===== config.mk =====
export PLATFORM = sky130hd
export DESIGN_NAME = matrix_add_sub_multiply
export DESIGN_NICKNAME = d
export VERILOG_FILES = /design/src/hw/rtl/mas_pkg.sv /design/src/hw/rtl/matrix_add_sub_multiply.sv /design/src/hw/rtl/mas_cfg.sv /design/src/hw/rtl/mas_store.sv /design/src/hw/rtl/mas_mac.sv /design/src/hw/rtl/mas_seq.sv
export SDC_FILE = /design/constraint.sdc
export NUM_CORES = 2
export LEC_CHECK = 0
export BUFFER_PORTS_ARGS = -buffer_cell sky130_fd_sc_hd__buf_2
export CAP_MARGIN = 30
export CORE_UTILIZATION = 63
export CTS_CLUSTER_SIZE = 28
export DETAILED_ROUTE_END_ITERATION = 8
export PLACE_DENSITY_LB_ADDON = 0.05
export SLEW_MARGIN = 10
export SYNTH_ARGS = -nofsm -noshare
export SYNTH_HDL_FRONTEND = slang
export SYNTH_SLANG_ARGS = --single-unit

===== constraint.sdc =====
create_clock -name clk -period 8.2 [get_ports clk]
set_input_delay 0.41 -clock clk [delete_from_list [all_inputs] [get_ports clk]]
set_output_delay 0.41 -clock clk [all_outputs]
set_load 0.1 [all_outputs]

===== src/hw/rtl/mas_pkg.sv =====
// Shared types and constants for the matrix add / subtract / multiply engine.
// Holds the operation, input mode and result status codes, and the control
// struct between the sequencer and the arithmetic unit. No dependencies.
package mas_pkg;

	localparam int ELEM_W    = 16;
	localparam int PROD_W    = 32;
	localparam int ACC_W     = 40;
	localparam int CFG_DIM_W = 4;
	localparam int IDX_IN_W  = 3;

	typedef enum logic [1:0] {
		OP_ADD = 2'd0,
		OP_SUB = 2'd1,
		OP_MUL = 2'd2,
		OP_BAD = 2'd3
	} op_t;

	typedef enum logic [1:0] {
		MODE_LOAD_A = 2'd0,
		MODE_LOAD_B = 2'd1,
		MODE_RUN    = 2'd2
	} mode_t;

	typedef enum logic [1:0] {
		ST_OK      = 2'd0,
		ST_DIM_ERR = 2'd1,
		ST_OP_ERR  = 2'd2
	} status_t;

	typedef struct packed {
		op_t                  op;
		logic [CFG_DIM_W-1:0] rows_a;
		logic [CFG_DIM_W-1:0] cols_a;
		logic [CFG_DIM_W-1:0] rows_b;
		logic [CFG_DIM_W-1:0] cols_b;
	} cfg_t;

	typedef struct packed {
		op_t  op;
		logic mul_en;
		logic acc_en;
		logic acc_clr;
	} mac_ctl_t;

endpackage


===== src/hw/rtl/matrix_add_sub_multiply.sv =====
// Matrix add / subtract / multiply engine for signed 16-bit matrices of up to
// MAX_DIM by MAX_DIM. A load beat (mode 0 or 1) writes one element of A or B;
// a run beat (mode 2) then computes the configured operation and emits the
// result row-major with its coordinates, a 40-bit exact value and last set on
// the final beat, or one error beat (status 1 or 2). The block is not ready
// while a run is in progress. One shared multiplier/adder and accumulator does
// all the arithmetic, and each term passes through a store read, a multiply
// and an accumulate step in turn; the output can be held off by out_ready.
// The final result waits in the output register while the next beat is
// already taken. Elements must be loaded before a run reads them.
module matrix_add_sub_multiply #(
	parameter int MAX_DIM = 8
) (
	input  logic                             clk,
	input  logic                             arst_n,
	input  logic                             in_valid,
	output logic                             in_ready,
	input  logic [1:0]                       mode,
	input  logic [2:0]                       row,
	input  logic [2:0]                       col,
	input  logic signed [15:0]               value,
	output logic                             out_valid,
	input  logic                             out_ready,
	output logic [2:0]                       out_row,
	output logic [2:0]                       out_col,
	output logic signed [39:0]               result_value,
	output logic [1:0]                       status,
	output logic                             last,
	input  logic                             psel,
	input  logic                             penable,
	input  logic                             pwrite,
	input  logic [4:0]                       paddr,
	input  logic [31:0]                      pwdata,
	output logic [31:0]                      prdata,
	output logic                             pready
);

	localparam int DEPTH  = MAX_DIM * MAX_DIM;
	localparam int ADDR_W = $clog2(DEPTH);

	mas_pkg::cfg_t     cfg;
	mas_pkg::mac_ctl_t mac_ctl;
	logic              we_a, we_b, re;
	logic [ADDR_W-1:0] waddr, raddr_a, raddr_b;
	logic signed [mas_pkg::ELEM_W-1:0] rdata_a, rdata_b;
	logic signed [mas_pkg::ACC_W-1:0]  acc;

	mas_cfg u_cfg (
		.clk     (clk),
		.arst_n  (arst_n),
		.psel    (psel),
		.penable (penable),
		.pwrite  (pwrite),
		.paddr   (paddr),
		.pwdata  (pwdata),
		.prdata  (prdata),
		.pready  (pready),
		.cfg     (cfg)
	);

	mas_store #(.DEPTH(DEPTH)) u_store_a (
		.clk   (clk),
		.we    (we_a),
		.waddr (waddr),
		.wdata (value),
		.re    (re),
		.raddr (raddr_a),
		.rdata (rdata_a)
	);

	mas_store #(.DEPTH(DEPTH)) u_store_b (
		.clk   (clk),
		.we    (we_b),
		.waddr (waddr),
		.wdata (value),
		.re    (re),
		.raddr (raddr_b),
		.rdata (rdata_b)
	);

	mas_mac u_mac (
		.clk (clk),
		.ctl (mac_ctl),
		.a   (rdata_a),
		.b   (rdata_b),
		.acc (acc)
	);

	mas_seq #(.MAX_DIM(MAX_DIM)) u_seq (
		.clk          (clk),
		.arst_n       (arst_n),
		.cfg          (cfg),
		.in_valid     (in_valid),
		.in_ready     (in_ready),
		.mode         (mode),
		.row          (row),
		.col          (col),
		.we_a         (we_a),
		.we_b         (we_b),
		.waddr        (waddr),
		.re           (re),
		.raddr_a      (raddr_a),
		.raddr_b      (raddr_b),
		.mac_ctl      (mac_ctl),
		.acc          (acc),
		.out_valid    (out_valid),
		.out_ready    (out_ready),
		.out_row      (out_row),
		.out_col      (out_col),
		.result_value (result_value),
		.status       (status),
		.last         (last)
	);

endmodule


===== src/hw/rtl/mas_cfg.sv =====
// Configuration register file behind the APB-style write/read port.
// Holds the operation code and the four matrix size registers.
// Depends on mas_pkg.
module mas_cfg (
	input  logic            clk,
	input  logic            arst_n,
	input  logic            psel,
	input  logic            penable,
	input  logic            pwrite,
	input  logic [4:0]      paddr,
	input  logic [31:0]     pwdata,
	output logic [31:0]     prdata,
	output logic            pready,
	output mas_pkg::cfg_t   cfg
);

	localparam logic [2:0] REG_OPERATION = 3'd0;
	localparam logic [2:0] REG_ROWS_A    = 3'd1;
	localparam logic [2:0] REG_COLS_A    = 3'd2;
	localparam logic [2:0] REG_ROWS_B    = 3'd3;
	localparam logic [2:0] REG_COLS_B    = 3'd4;

	mas_pkg::cfg_t cfg_q;
	logic [2:0]    reg_idx;
	logic          wr_en;

	assign pready  = 1'b1;
	assign reg_idx = paddr[4:2];
	assign wr_en   = psel & penable & pwrite;
	assign cfg     = cfg_q;

	always_ff @(posedge clk or negedge arst_n) begin
		if (!arst_n) begin
			cfg_q.op     <= mas_pkg::OP_ADD;
			cfg_q.rows_a <= 4'd1;
			cfg_q.cols_a <= 4'd1;
			cfg_q.rows_b <= 4'd1;
			cfg_q.cols_b <= 4'd1;
		end else if (wr_en) begin
			unique case (reg_idx)
				REG_OPERATION: cfg_q.op     <= mas_pkg::op_t'(pwdata[1:0]);
				REG_ROWS_A:    cfg_q.rows_a <= pwdata[3:0];
				REG_COLS_A:    cfg_q.cols_a <= pwdata[3:0];
				REG_ROWS_B:    cfg_q.rows_b <= pwdata[3:0];
				REG_COLS_B:    cfg_q.cols_b <= pwdata[3:0];
				default: begin
				end
			endcase
		end
	end

	always_comb begin
		prdata = '0;
		unique case (reg_idx)
			REG_OPERATION: prdata = {30'd0, cfg_q.op};
			REG_ROWS_A:    prdata = {28'd0, cfg_q.rows_a};
			REG_COLS_A:    prdata = {28'd0, cfg_q.cols_a};
			REG_ROWS_B:    prdata = {28'd0, cfg_q.rows_b};
			REG_COLS_B:    prdata = {28'd0, cfg_q.cols_b};
			default:       prdata = '0;
		endcase
	end

endmodule


===== src/hw/rtl/mas_store.sv =====
// Element store for one matrix: one write port, one read port with
// registered read data. Depends on mas_pkg for the element width.
module mas_store #(
	parameter int DEPTH = 64
) (
	input  logic                                clk,
	input  logic                                we,
	input  logic [$clog2(DEPTH)-1:0]            waddr,
	input  logic signed [mas_pkg::ELEM_W-1:0]   wdata,
	input  logic                                re,
	input  logic [$clog2(DEPTH)-1:0]            raddr,
	output logic signed [mas_pkg::ELEM_W-1:0]   rdata
);

	logic signed [mas_pkg::ELEM_W-1:0] mem_q [DEPTH];
	logic signed [mas_pkg::ELEM_W-1:0] rdata_q;

	assign rdata = rdata_q;

	always_ff @(posedge clk) begin
		if (we) begin
			mem_q[waddr] <= wdata;
		end
		if (re) begin
			rdata_q <= mem_q[raddr];
		end
	end

endmodule


===== src/hw/rtl/mas_mac.sv =====
// Shared arithmetic unit: one multiplier/adder stage followed by a 40-bit
// accumulator. Depends on mas_pkg for widths, op codes and the control struct.
module mas_mac (
	input  logic                               clk,
	input  mas_pkg::mac_ctl_t                  ctl,
	input  logic signed [mas_pkg::ELEM_W-1:0]  a,
	input  logic signed [mas_pkg::ELEM_W-1:0]  b,
	output logic signed [mas_pkg::ACC_W-1:0]   acc
);

	localparam int PW = mas_pkg::PROD_W;
	localparam int AW = mas_pkg::ACC_W;

	logic signed [PW-1:0] prod_s1;
	logic signed [AW-1:0] acc_q;

	assign acc = acc_q;

	always_ff @(posedge clk) begin
		if (ctl.mul_en) begin
			case (ctl.op)
				mas_pkg::OP_MUL: prod_s1 <= PW'(a) * PW'(b);
				mas_pkg::OP_SUB: prod_s1 <= PW'(a) - PW'(b);
				default:         prod_s1 <= PW'(a) + PW'(b);
			endcase
		end
		if (ctl.acc_en) begin
			acc_q <= (ctl.acc_clr ? AW'(0) : acc_q) + AW'(prod_s1);
		end
	end

endmodule


===== src/hw/rtl/mas_seq.sv =====
// Sequencer: takes load and run beats, writes the stores, steps the shared
// arithmetic unit over rows, columns and inner terms, and holds the result
// output register. Depends on mas_pkg.
module mas_seq #(
	parameter int MAX_DIM = 8
) (
	input  logic                               clk,
	input  logic                               arst_n,
	input  mas_pkg::cfg_t                      cfg,
	input  logic                               in_valid,
	output logic                               in_ready,
	input  logic [1:0]                         mode,
	input  logic [mas_pkg::IDX_IN_W-1:0]       row,
	input  logic [mas_pkg::IDX_IN_W-1:0]       col,
	output logic                               we_a,
	output logic                               we_b,
	output logic [$clog2(MAX_DIM*MAX_DIM)-1:0] waddr,
	output logic                               re,
	output logic [$clog2(MAX_DIM*MAX_DIM)-1:0] raddr_a,
	output logic [$clog2(MAX_DIM*MAX_DIM)-1:0] raddr_b,
	output mas_pkg::mac_ctl_t                  mac_ctl,
	input  logic signed [mas_pkg::ACC_W-1:0]   acc,
	output logic                               out_valid,
	input  logic                               out_ready,
	output logic [mas_pkg::IDX_IN_W-1:0]       out_row,
	output logic [mas_pkg::IDX_IN_W-1:0]       out_col,
	output logic signed [mas_pkg::ACC_W-1:0]   result_value,
	output logic [1:0]                         status,
	output logic                               last
);

	localparam int IDX_W  = $clog2(MAX_DIM);
	localparam int ADDR_W = $clog2(MAX_DIM*MAX_DIM);
	localparam int OW     = mas_pkg::IDX_IN_W;

	typedef enum logic [2:0] {
		S_IDLE,
		S_READ,
		S_MUL,
		S_ACC,
		S_PUSH
	} state_t;

	// Clamped size minus one, so every bound fits an index.
	function automatic logic [IDX_W-1:0] dim_last(input logic [mas_pkg::CFG_DIM_W-1:0] d);
		logic [IDX_W-1:0] r;
		if (d == '0) begin
			r = '0;
		end else if (int'(d) > MAX_DIM) begin
			r = IDX_W'(MAX_DIM - 1);
		end else begin
			r = IDX_W'(d - 4'd1);
		end
		return r;
	endfunction

	state_t            state_q;
	mas_pkg::op_t      op_q;
	mas_pkg::status_t  st_q;
	logic [IDX_W-1:0]  i_q, j_q, k_q;
	logic [IDX_W-1:0]  i_last_q, j_last_q, k_last_q;
	logic              out_valid_q;
	logic [OW-1:0]     out_row_q, out_col_q;
	logic signed [mas_pkg::ACC_W-1:0] out_val_q;
	mas_pkg::status_t  out_st_q;
	logic              out_last_q;

	logic              accept;
	logic              load_ok;
	logic              slot_free;
	logic              push;
	logic              final_elem;
	logic              is_mul;
	logic [IDX_W-1:0]  ra_m1, ca_m1, rb_m1, cb_m1;
	logic [IDX_W-1:0]  a_col, b_row;

	assign in_ready   = (state_q == S_IDLE);
	assign accept     = in_valid && in_ready;
	assign load_ok    = (int'(row) < MAX_DIM) && (int'(col) < MAX_DIM);
	assign we_a       = accept && load_ok && (mode == mas_pkg::MODE_LOAD_A);
	assign we_b       = accept && load_ok && (mode == mas_pkg::MODE_LOAD_B);
	assign waddr      = ADDR_W'(row) * ADDR_W'(MAX_DIM) + ADDR_W'(col);

	assign is_mul     = (op_q == mas_pkg::OP_MUL);
	assign a_col      = is_mul ? k_q : j_q;
	assign b_row      = is_mul ? k_q : i_q;
	assign re         = (state_q == S_READ);
	assign raddr_a    = ADDR_W'(i_q) * ADDR_W'(MAX_DIM) + ADDR_W'(a_col);
	assign raddr_b    = ADDR_W'(b_row) * ADDR_W'(MAX_DIM) + ADDR_W'(j_q);

	assign mac_ctl.op      = op_q;
	assign mac_ctl.mul_en  = (state_q == S_MUL);
	assign mac_ctl.acc_en  = (state_q == S_ACC);
	assign mac_ctl.acc_clr = (k_q == '0);

	assign ra_m1 = dim_last(cfg.rows_a);
	assign ca_m1 = dim_last(cfg.cols_a);
	assign rb_m1 = dim_last(cfg.rows_b);
	assign cb_m1 = dim_last(cfg.cols_b);

	assign slot_free  = !out_valid_q || out_ready;
	assign push       = (state_q == S_PUSH) && slot_free;
	assign final_elem = (st_q != mas_pkg::ST_OK) || ((i_q == i_last_q) && (j_q == j_last_q));

	assign out_valid    = out_valid_q;
	assign out_row      = out_row_q;
	assign out_col      = out_col_q;
	assign result_value = out_val_q;
	assign status       = out_st_q;
	assign last         = out_last_q;

	always_ff @(posedge clk or negedge arst_n) begin
		if (!arst_n) begin
			state_q     <= S_IDLE;
			op_q        <= mas_pkg::OP_ADD;
			st_q        <= mas_pkg::ST_OK;
			i_q         <= '0;
			j_q         <= '0;
			k_q         <= '0;
			i_last_q    <= '0;
			j_last_q    <= '0;
			k_last_q    <= '0;
			out_valid_q <= 1'b0;
			out_row_q   <= '0;
			out_col_q   <= '0;
			out_val_q   <= '0;
			out_st_q    <= mas_pkg::ST_OK;
			out_last_q  <= 1'b0;
		end else begin
			// A beat leaving the output register is replaced in the same cycle
			// when the sequencer pushes the next one.
			if (out_valid_q && out_ready && !push) begin
				out_valid_q <= 1'b0;
			end
			unique case (state_q)
				S_IDLE: begin
					if (accept && (mode == mas_pkg::MODE_RUN)) begin
						op_q     <= cfg.op;
						i_q      <= '0;
						j_q      <= '0;
						k_q      <= '0;
						i_last_q <= ra_m1;
						if (cfg.op == mas_pkg::OP_MUL) begin
							j_last_q <= cb_m1;
							k_last_q <= ca_m1;
						end else begin
							j_last_q <= ca_m1;
							k_last_q <= '0;
						end
						// The operation check comes before the size check.
						if (cfg.op == mas_pkg::OP_BAD) begin
							st_q    <= mas_pkg::ST_OP_ERR;
							state_q <= S_PUSH;
						end else if ((cfg.op == mas_pkg::OP_MUL) ? (ca_m1 != rb_m1)
								: ((ra_m1 != rb_m1) || (ca_m1 != cb_m1))) begin
							st_q    <= mas_pkg::ST_DIM_ERR;
							state_q <= S_PUSH;
						end else begin
							st_q    <= mas_pkg::ST_OK;
							state_q <= S_READ;
						end
					end
				end
				S_READ: begin
					state_q <= S_MUL;
				end
				S_MUL: begin
					state_q <= S_ACC;
				end
				S_ACC: begin
					if (k_q == k_last_q) begin
						k_q     <= '0;
						state_q <= S_PUSH;
					end else begin
						k_q     <= k_q + 1'b1;
						state_q <= S_READ;
					end
				end
				S_PUSH: begin
					if (slot_free) begin
						out_valid_q <= 1'b1;
						out_st_q    <= st_q;
						out_last_q  <= final_elem;
						if (st_q != mas_pkg::ST_OK) begin
							out_row_q <= '0;
							out_col_q <= '0;
							out_val_q <= '0;
						end else begin
							out_row_q <= OW'(i_q);
							out_col_q <= OW'(j_q);
							out_val_q <= acc;
						end
						if (final_elem) begin
							state_q <= S_IDLE;
						end else begin
							if (j_q == j_last_q) begin
								j_q <= '0;
								i_q <= i_q + 1'b1;
							end else begin
								j_q <= j_q + 1'b1;
							end
							state_q <= S_READ;
						end
					end
				end
				default: begin
					state_q <= S_IDLE;
				end
			endcase
		end
	end

endmodule


Word level (Yosys, flattened, before mapping). Memories as Yosys holds them, arrays and structs flattened. A register that Yosys moved wholly into a read port is not among the register bits. Index checks and enable logic that the tools add are counted.

Bitwise gates (word level): 2. Reductions and logical operators: 35. Magnitude comparators: 4. Add/subtract/negate cells: 13. $mul: 1. Mux-type cells: 46. Equal/unequal tests: 24.

Operator list (count): 3-bit 2-to-1 mux (27); 40-bit 2-to-1 mux (2); 32-bit one-hot mux with 2 select lines (1); 40-bit by 32-bit adder with 40-bit output (1); 16-bit by 16-bit multiplier with 32-bit output (1); 4-bit one-hot mux with 5 select lines (1); 6-bit by 3-bit adder with 6-bit output (3); 3-bit one-hot mux with 2 select lines (3); 2-bit AND reduction (9); 16-bit by 16-bit adder with 17-bit output (1); 16-bit by 16-bit subtractor with 17-bit output (1); 4-bit > comparator (second input constant) (4); 4-bit zero test (4); 3-bit one-hot mux with 5 select lines (1); 3-bit by 2-bit == test with 1-bit output (second input constant) (4); 3-bit by 1-bit subtractor with 3-bit output (second input constant) (4); 1-bit 2-to-1 mux (10); 3-bit by 1-bit adder with 3-bit output (second input constant) (3); 3-bit == test (3); 3-bit zero test (3); 3-bit != test (3); 2-bit == test (second input constant) (4); 1-bit logical AND (8); 3-bit by 1-bit == test with 1-bit output (second input constant) (2); 12 further kinds (22).

Register bits: 165. Memories kept: 2. Output and inout bits: 84. Word-level logic and storage cells: 149. Bits of input ports: 68. Bits in writable memories: 2048.

Memories: u_store_a.mem_q (words 64, width 16, read ports 1, clocked after Yosys merged registers in 1, wr ports 1, RTL line mas_store.sv:15) `logic signed [mas_pkg::ELEM_W-1:0] mem_q [DEPTH];`; u_store_b.mem_q (words 64, width 16, read ports 1, clocked after Yosys merged registers in 1, wr ports 1, RTL line mas_store.sv:15).

Logic depth before layout (Yosys ltp).
Depth in word-level cells: 10. Depth in mapped cells: 22.

Modules after synthesis. From an unflattened synthesis, not the netlist that was laid out.

Cell total of the unflattened synthesis: 5945. Area total of the unflattened synthesis: 101267.1 µm².

Modules (own cells, without submodules): mas_store (instances 2, area each 40202.3 µm², sequential area each 31230.0 µm², cells each 1829); mas_mac (instances 1, area each 16000.3 µm², sequential area each 2162.1 µm², cells each 1764); mas_seq (instances 1, area each 3741.1 µm², sequential area each 1876.8 µm², cells each 428); mas_cfg (instances 1, area each 1121.1 µm², sequential area each 455.4 µm², cells each 95).

Worst setup path after synthesis. OpenSTA, ideal clock, no wires.

Path kind: reg-to-reg. Start point: reg u_store_a.rdata_q (netlist bit u_store_a.rdata[15]) (read register of u_store_a.mem_q). End point: reg u_mac.prod_s1[31], data pin. Period minus slack after synthesis: 6.432 ns. Data arrival time: 6.170 ns. Cell stages (with the launch flop): 21. Path slack: 1.768 ns. Library setup time: 0.262 ns. Data required time: 7.938 ns. Cell sequence: edfxtp_1 > clkbuf_1 > nand2_1 > inv_1 > fa_1 > fa_1 > fa_1 > fa_1 > fa_1 > inv_1 > fa_1 > inv_1 > ha_1 > a21o_1 > a21o_1 > a21o_1 > a211oi_1 > o21ai_0 > a2111oi_0 > or3_1 > nand3_1.

Word-level cells in the longest chain between the ends: 2. Elaborated cells on any way between the ends: 4.

Ends and longest elaborated chain: start: declaration (RTL line mas_store.sv:16) `logic signed [mas_pkg::ELEM_W-1:0] rdata_q;`; 16-bit by 16-bit multiplier with 32-bit output (tied with other cells) (RTL line mas_mac.sv:22) `mas_pkg::OP_MUL: prod_s1 <= PW'(a) * PW'(b);`; 32-bit one-hot mux with 2 select lines (*) (RTL line mas_mac.sv:21) `case (ctl.op)`; end signal: assignment (RTL line mas_mac.sv:22); end signal: assignment (RTL line mas_mac.sv:23) `mas_pkg::OP_SUB: prod_s1 <= PW'(a) - PW'(b);`; end signal: assignment (RTL line mas_mac.sv:24) `default: prod_s1 <= PW'(a) + PW'(b);`; end: declaration (RTL line mas_mac.sv:14) `logic signed [PW-1:0] prod_s1;`.

Every way passes the cells marked *; elsewhere a longest branch is shown, timed or not. A chain may end at the register's enable or synchronous reset.

Final worst setup path. Ends and elaborated chain as after synthesis.

==> reports/qor.json <==
{
  "run_status": {"value": "completed"},
  "critical_path_class": {"value": "reg -> reg"},
  "initial_utilization": {"value": 63.7, "unit": "%"},
  "finClkSkew": {"value": 0.107, "unit": "ns"},
  "synth.mux.area_fraction": {"value": 15.1, "unit": "%"},
  "initial_antenna_violation_count": {"value": 12},
  "post-route-drc-count": {"value": 0},
  "area_share_of_xor_xnor_cells_in_the_synthesized_design": {"value": 0.711, "unit": "%"},
  "clkLatencyLatePin": {"value": 0.87, "unit": "ns"},
  "clockRootBuffer": {"value": "sky130_fd_sc_hd__clkbuf_16"},
  "grt_usage": {"value": 30.2, "unit": "%"},
  "synth_area_per_cell": {"value": 18.3, "unit": "um2"},
  "synth_top_family_by_area": {"value": "multiplexers"},
  "chipHeight": {"value": 400, "unit": "um"},
  "slew_headroom": {"value": 28.1, "unit": "%"},
  "routed_wire_length_per_instance": {"value": 29.7, "unit": "um"},
  "cts_tree": {"value": "built"},
  "htreeDepth": {"value": 4},
  "syn_inst": {"value": 5444},
  "totalNegativeSetupSlack": {"value": 0, "unit": "ns"},
  "timing.max_cap.violations": {"value": 0},
  "ant_nets": {"value": 0},
  "drt_pass1_iterations": {"value": 6},
  "holdCritPathClass": {"value": "in -> reg"},
  "area_of_the_mapped_netlist": {"value": 99800, "unit": "um2"},
  "critPathCaptureType": {"value": "register"},
  "clkTransAtPathRegs": {"value": 0.07, "unit": "ns"},
  "cp_data_arrival_time": {"value": 8.08, "unit": "ns"},
  "startpoint_type": {"value": "register"},
  "synthAdderAreaFrac": {"value": 7.44, "unit": "%"},
  "gp_routability_congestion": {"value": 0.855},
  "grt_first_pass_wirelength": {"value": 346, "unit": "mm"},
  "rows": {"value": 145},
  "synthToLayoutAreaGrowth": {"value": 10.9, "unit": "%"},
  "filler_cell_count": {"value": 9749},
  "share_of_post_route_cells_with_drive_strength_above_1": {"value": 22.6, "unit": "%"},
  "vias_per_cell": {"value": 6.45},
  "num_vias": {"value": 51385},
  "tritoncts.num_buffers": {"value": 215},
  "floorplan.die_area": {"value": 160000, "unit": "um2"},
  "yosys_warnings": {"value": 0},
  "synth.yosys.seq_area_share": {"value": 67.1, "unit": "%"},
  "cts_max_path_buffers": {"value": 3},
  "finalNetCount": {"value": 6220},
  "final-max-slew-violation-count": {"value": 0},
  "global_route_overflow": {"value": 0},
  "finalSetupViolCount": {"value": 0},
  "dp_hpwl": {"value": 144, "unit": "mm"},
  "synth.cells.most_frequent": {"value": "sky130_fd_sc_hd__edfxtp_1 (2152), sky130_fd_sc_hd__mux4_2 (657), sky130_fd_sc_hd__inv_1 (371)"},
  "synthSimpleGateAreaFrac": {"value": 4.12, "unit": "%"},
  "maximum_frequency_from_static_timing_analysis": {"value": 133, "unit": "MHz"},
  "synth-async-reset-ratio": {"value": 4.14, "unit": "%"},
  "fp.coreArea": {"value": 157000, "unit": "um2"},
  "post_synth_main_area_contributors": {"value": "sky130_fd_sc_hd__edfxtp_1 (65%), sky130_fd_sc_hd__mux4_2 (15%), sky130_fd_sc_hd__fa_1 (5.3%)"},
  "die_w": {"value": 400, "unit": "um"},
  "synth_compound_area_share": {"value": 2.90, "unit": "%"},
  "synth_cell_type_count": {"value": 80},
  "synth_edf_count": {"value": 2152},
  "numClockSinks": {"value": 2245},
  "grt_pass1_vias": {"value": 52486},
  "yosys.cell_count.top_type": {"value": "sky130_fd_sc_hd__edfxtp_1"},
  "synth_top_flop_cell": {"value": "sky130_fd_sc_hd__edfxtp_1"},
  "drtIter0Drc": {"value": 6020},
  "num_io_pins": {"value": 152},
  "number_of_port_buffers": {"value": 92},
  "cp.required": {"value": 8.74, "unit": "ns"},
  "hold_viol": {"value": 0},
  "ys_ff_latch": {"value": 2245},
  "synthDominantCellAreaShare": {"value": 64.8, "unit": "%"},
  "max_slew.worst_pin.slew": {"value": 1.07, "unit": "ns"},
  "min_period_over_period": {"value": 92.0, "unit": "%"},
  "detail_route.wirelength": {"value": 236, "unit": "mm"},
  "fin_crit": {"value": 7.54, "unit": "ns"},
  "yosysTopAreaCell": {"value": "sky130_fd_sc_hd__edfxtp_1"},
  "critPathMaxFanout": {"value": 16},
  "pin_count_of_the_biggest_net_entering_global_routing": {"value": 129},
  "unrepaired_setup_endpoints_after_global_routing": {"value": "no"}
}
-- registers in the layout, summed over array words and instances (netlist names), 16 cells and up --
signal and cells:
u_store_a.mem_q 1024, u_store_b.mem_q 1024, u_mac.acc 40, u_seq.result_value 40, u_mac.prod_s1 32, u_cfg.cfg 18
u_store_a.rdata 16, u_store_b.rdata 16
-- critical path: stages (launching register included) --
cell and delay, ns:
sky130_fd_sc_hd__edfxtp_1 0.80, sky130_fd_sc_hd__inv_1 0.28, sky130_fd_sc_hd__nor2_1 0.19, sky130_fd_sc_hd__fa_1 0.58, sky130_fd_sc_hd__fa_1 0.57, sky130_fd_sc_hd__fa_1 0.45, sky130_fd_sc_hd__fa_1 0.53, sky130_fd_sc_hd__fa_1 0.52
sky130_fd_sc_hd__inv_1 0.06, sky130_fd_sc_hd__fa_1 0.48, sky130_fd_sc_hd__inv_1 0.04, sky130_fd_sc_hd__ha_1 0.34, sky130_fd_sc_hd__or2_2 0.31, sky130_fd_sc_hd__a21oi_1 0.15, sky130_fd_sc_hd__a21oi_1 0.10, sky130_fd_sc_hd__a2111oi_0 0.74
sky130_fd_sc_hd__o21ai_0 0.31, sky130_fd_sc_hd__a2111oi_0 0.54, sky130_fd_sc_hd__or3_1 0.20, sky130_fd_sc_hd__nand3_1 0.06
-- logic make-up (layout without fill, tap and decap cells) --
kind of cell / count (synthesis) / in the layout
flops: 2245 / 2245
simple gates: 895 / 895
mux: 684 / 684
buf+inv: 649 / 1078
compound gates: 452 / 452
fa+ha+maj: 436 / 436
xor+xnor: 81 / 81
other cells: 2 / 34
-- cell usage in the layout, fill, tap and decap left out, types with 12 or more instances in the layout --
cell | synthesis | layout
sky130_fd_sc_hd__a211oi_1 | 29 | 29
sky130_fd_sc_hd__a21o_1 | 36 | 36
sky130_fd_sc_hd__a21oi_1 | 82 | 82
sky130_fd_sc_hd__a31oi_1 | 31 | 31
sky130_fd_sc_hd__and2_1 | 154 | 154
sky130_fd_sc_hd__buf_2 | 45 | 76
sky130_fd_sc_hd__buf_4 | 31 | 211
sky130_fd_sc_hd__bufinv_16 | 0 | 12
sky130_fd_sc_hd__clkbuf_1 | 183 | 49
sky130_fd_sc_hd__clkbuf_16 | 0 | 217
sky130_fd_sc_hd__clkinv_1 | 1 | 50
sky130_fd_sc_hd__clkinv_2 | 0 | 41
sky130_fd_sc_hd__conb_1 | 2 | 29
sky130_fd_sc_hd__dfrtp_1 | 89 | 85
sky130_fd_sc_hd__edfxtp_1 | 2152 | 2152
sky130_fd_sc_hd__fa_1 | 265 | 265
sky130_fd_sc_hd__ha_1 | 164 | 164
sky130_fd_sc_hd__inv_1 | 371 | 371
sky130_fd_sc_hd__mux2_2 | 15 | 15
sky130_fd_sc_hd__mux4_2 | 657 | 657
sky130_fd_sc_hd__nand2_1 | 337 | 337
sky130_fd_sc_hd__nand2b_1 | 21 | 21
sky130_fd_sc_hd__nand3_1 | 32 | 31
sky130_fd_sc_hd__nor2_1 | 243 | 219
sky130_fd_sc_hd__nor2_2 | 0 | 23
sky130_fd_sc_hd__nor2b_1 | 20 | 20
sky130_fd_sc_hd__nor3_1 | 29 | 29
sky130_fd_sc_hd__o21a_1 | 17 | 17
sky130_fd_sc_hd__o21ai_0 | 143 | 143
sky130_fd_sc_hd__xnor2_1 | 49 | 49
sky130_fd_sc_hd__xor2_1 | 32 | 32
-- repair_timing --
item,4_1_cts,5_1_grt
hold buffers,8,0
hold endpoints to repair,127,0
buffers inserted,0,0
resized for setup,0,0
-- metal layers --
| layer | vias to the layer above | GRT usage [%] | wire (um) |
|---|---|---|---|
| li1 | 21627 | - | - |
| met1 | 27137 | 43.3 | 94500 |
| met2 | 2263 | 49.0 | 117000 |
| met3 | 348 | 5.11 | 19000 |
| met4 | 10 | 8.39 | 6150 |
| met5 | - | 0 | 66 |
-- worst paths after layout --
kind,slack [ns],from,end,cells past startpoint
worst max-delay path,0.66,u_store_a.rdata[15],u_mac.prod_s1[31],19
worst min-delay path,0.06,value[7],u_store_b.mem_q[48][7],1
worst max register to register,0.66,u_store_a.rdata[15],u_mac.prod_s1[31],19
worst min register to register,0.47,u_seq.result_value[5],u_seq.result_value[5],2
max in group asynchronous,6.92,arst_n,u_seq.j_q[1],3
min in group asynchronous,0.08,arst_n,u_cfg.cfg[9],2
-- per-stage QoR --
stage	utilization [%]	hold slack (ns)	worst slack [ns]	cells	instance area, um2
final	70.6	0.0579	0.659	7963	111000
after global routing	70.6	0.0652	0.144	7958	111000
after CTS	70.5	0.0136	0.648	7947	111000
after detailed placement	66.1	0.419	0.711	7545	104000
after global placement	66.0	0.409	0.802	7538	103000
after floorplan	-	0.114	1.77	5471	99900
-- layout make-up --
type                       instances  area [um2]  share of cell area (%)
sequential                      2245       67000                    60.5
multi-input combinational       2577       30500                    27.6
clock buffer                     271        5680                    5.13
tap                             2058        2570                    2.33
timing repair buffer             312        2390                    2.16
inverter                         372        1400                    1.26
clock inverter                   123        1180                    1.07
antenna                            5        12.5                  0.0113
Power is left out: the tool's default activity adds up to more than one toggle a clock period on the data nets, which glitch-free logic cannot reach.
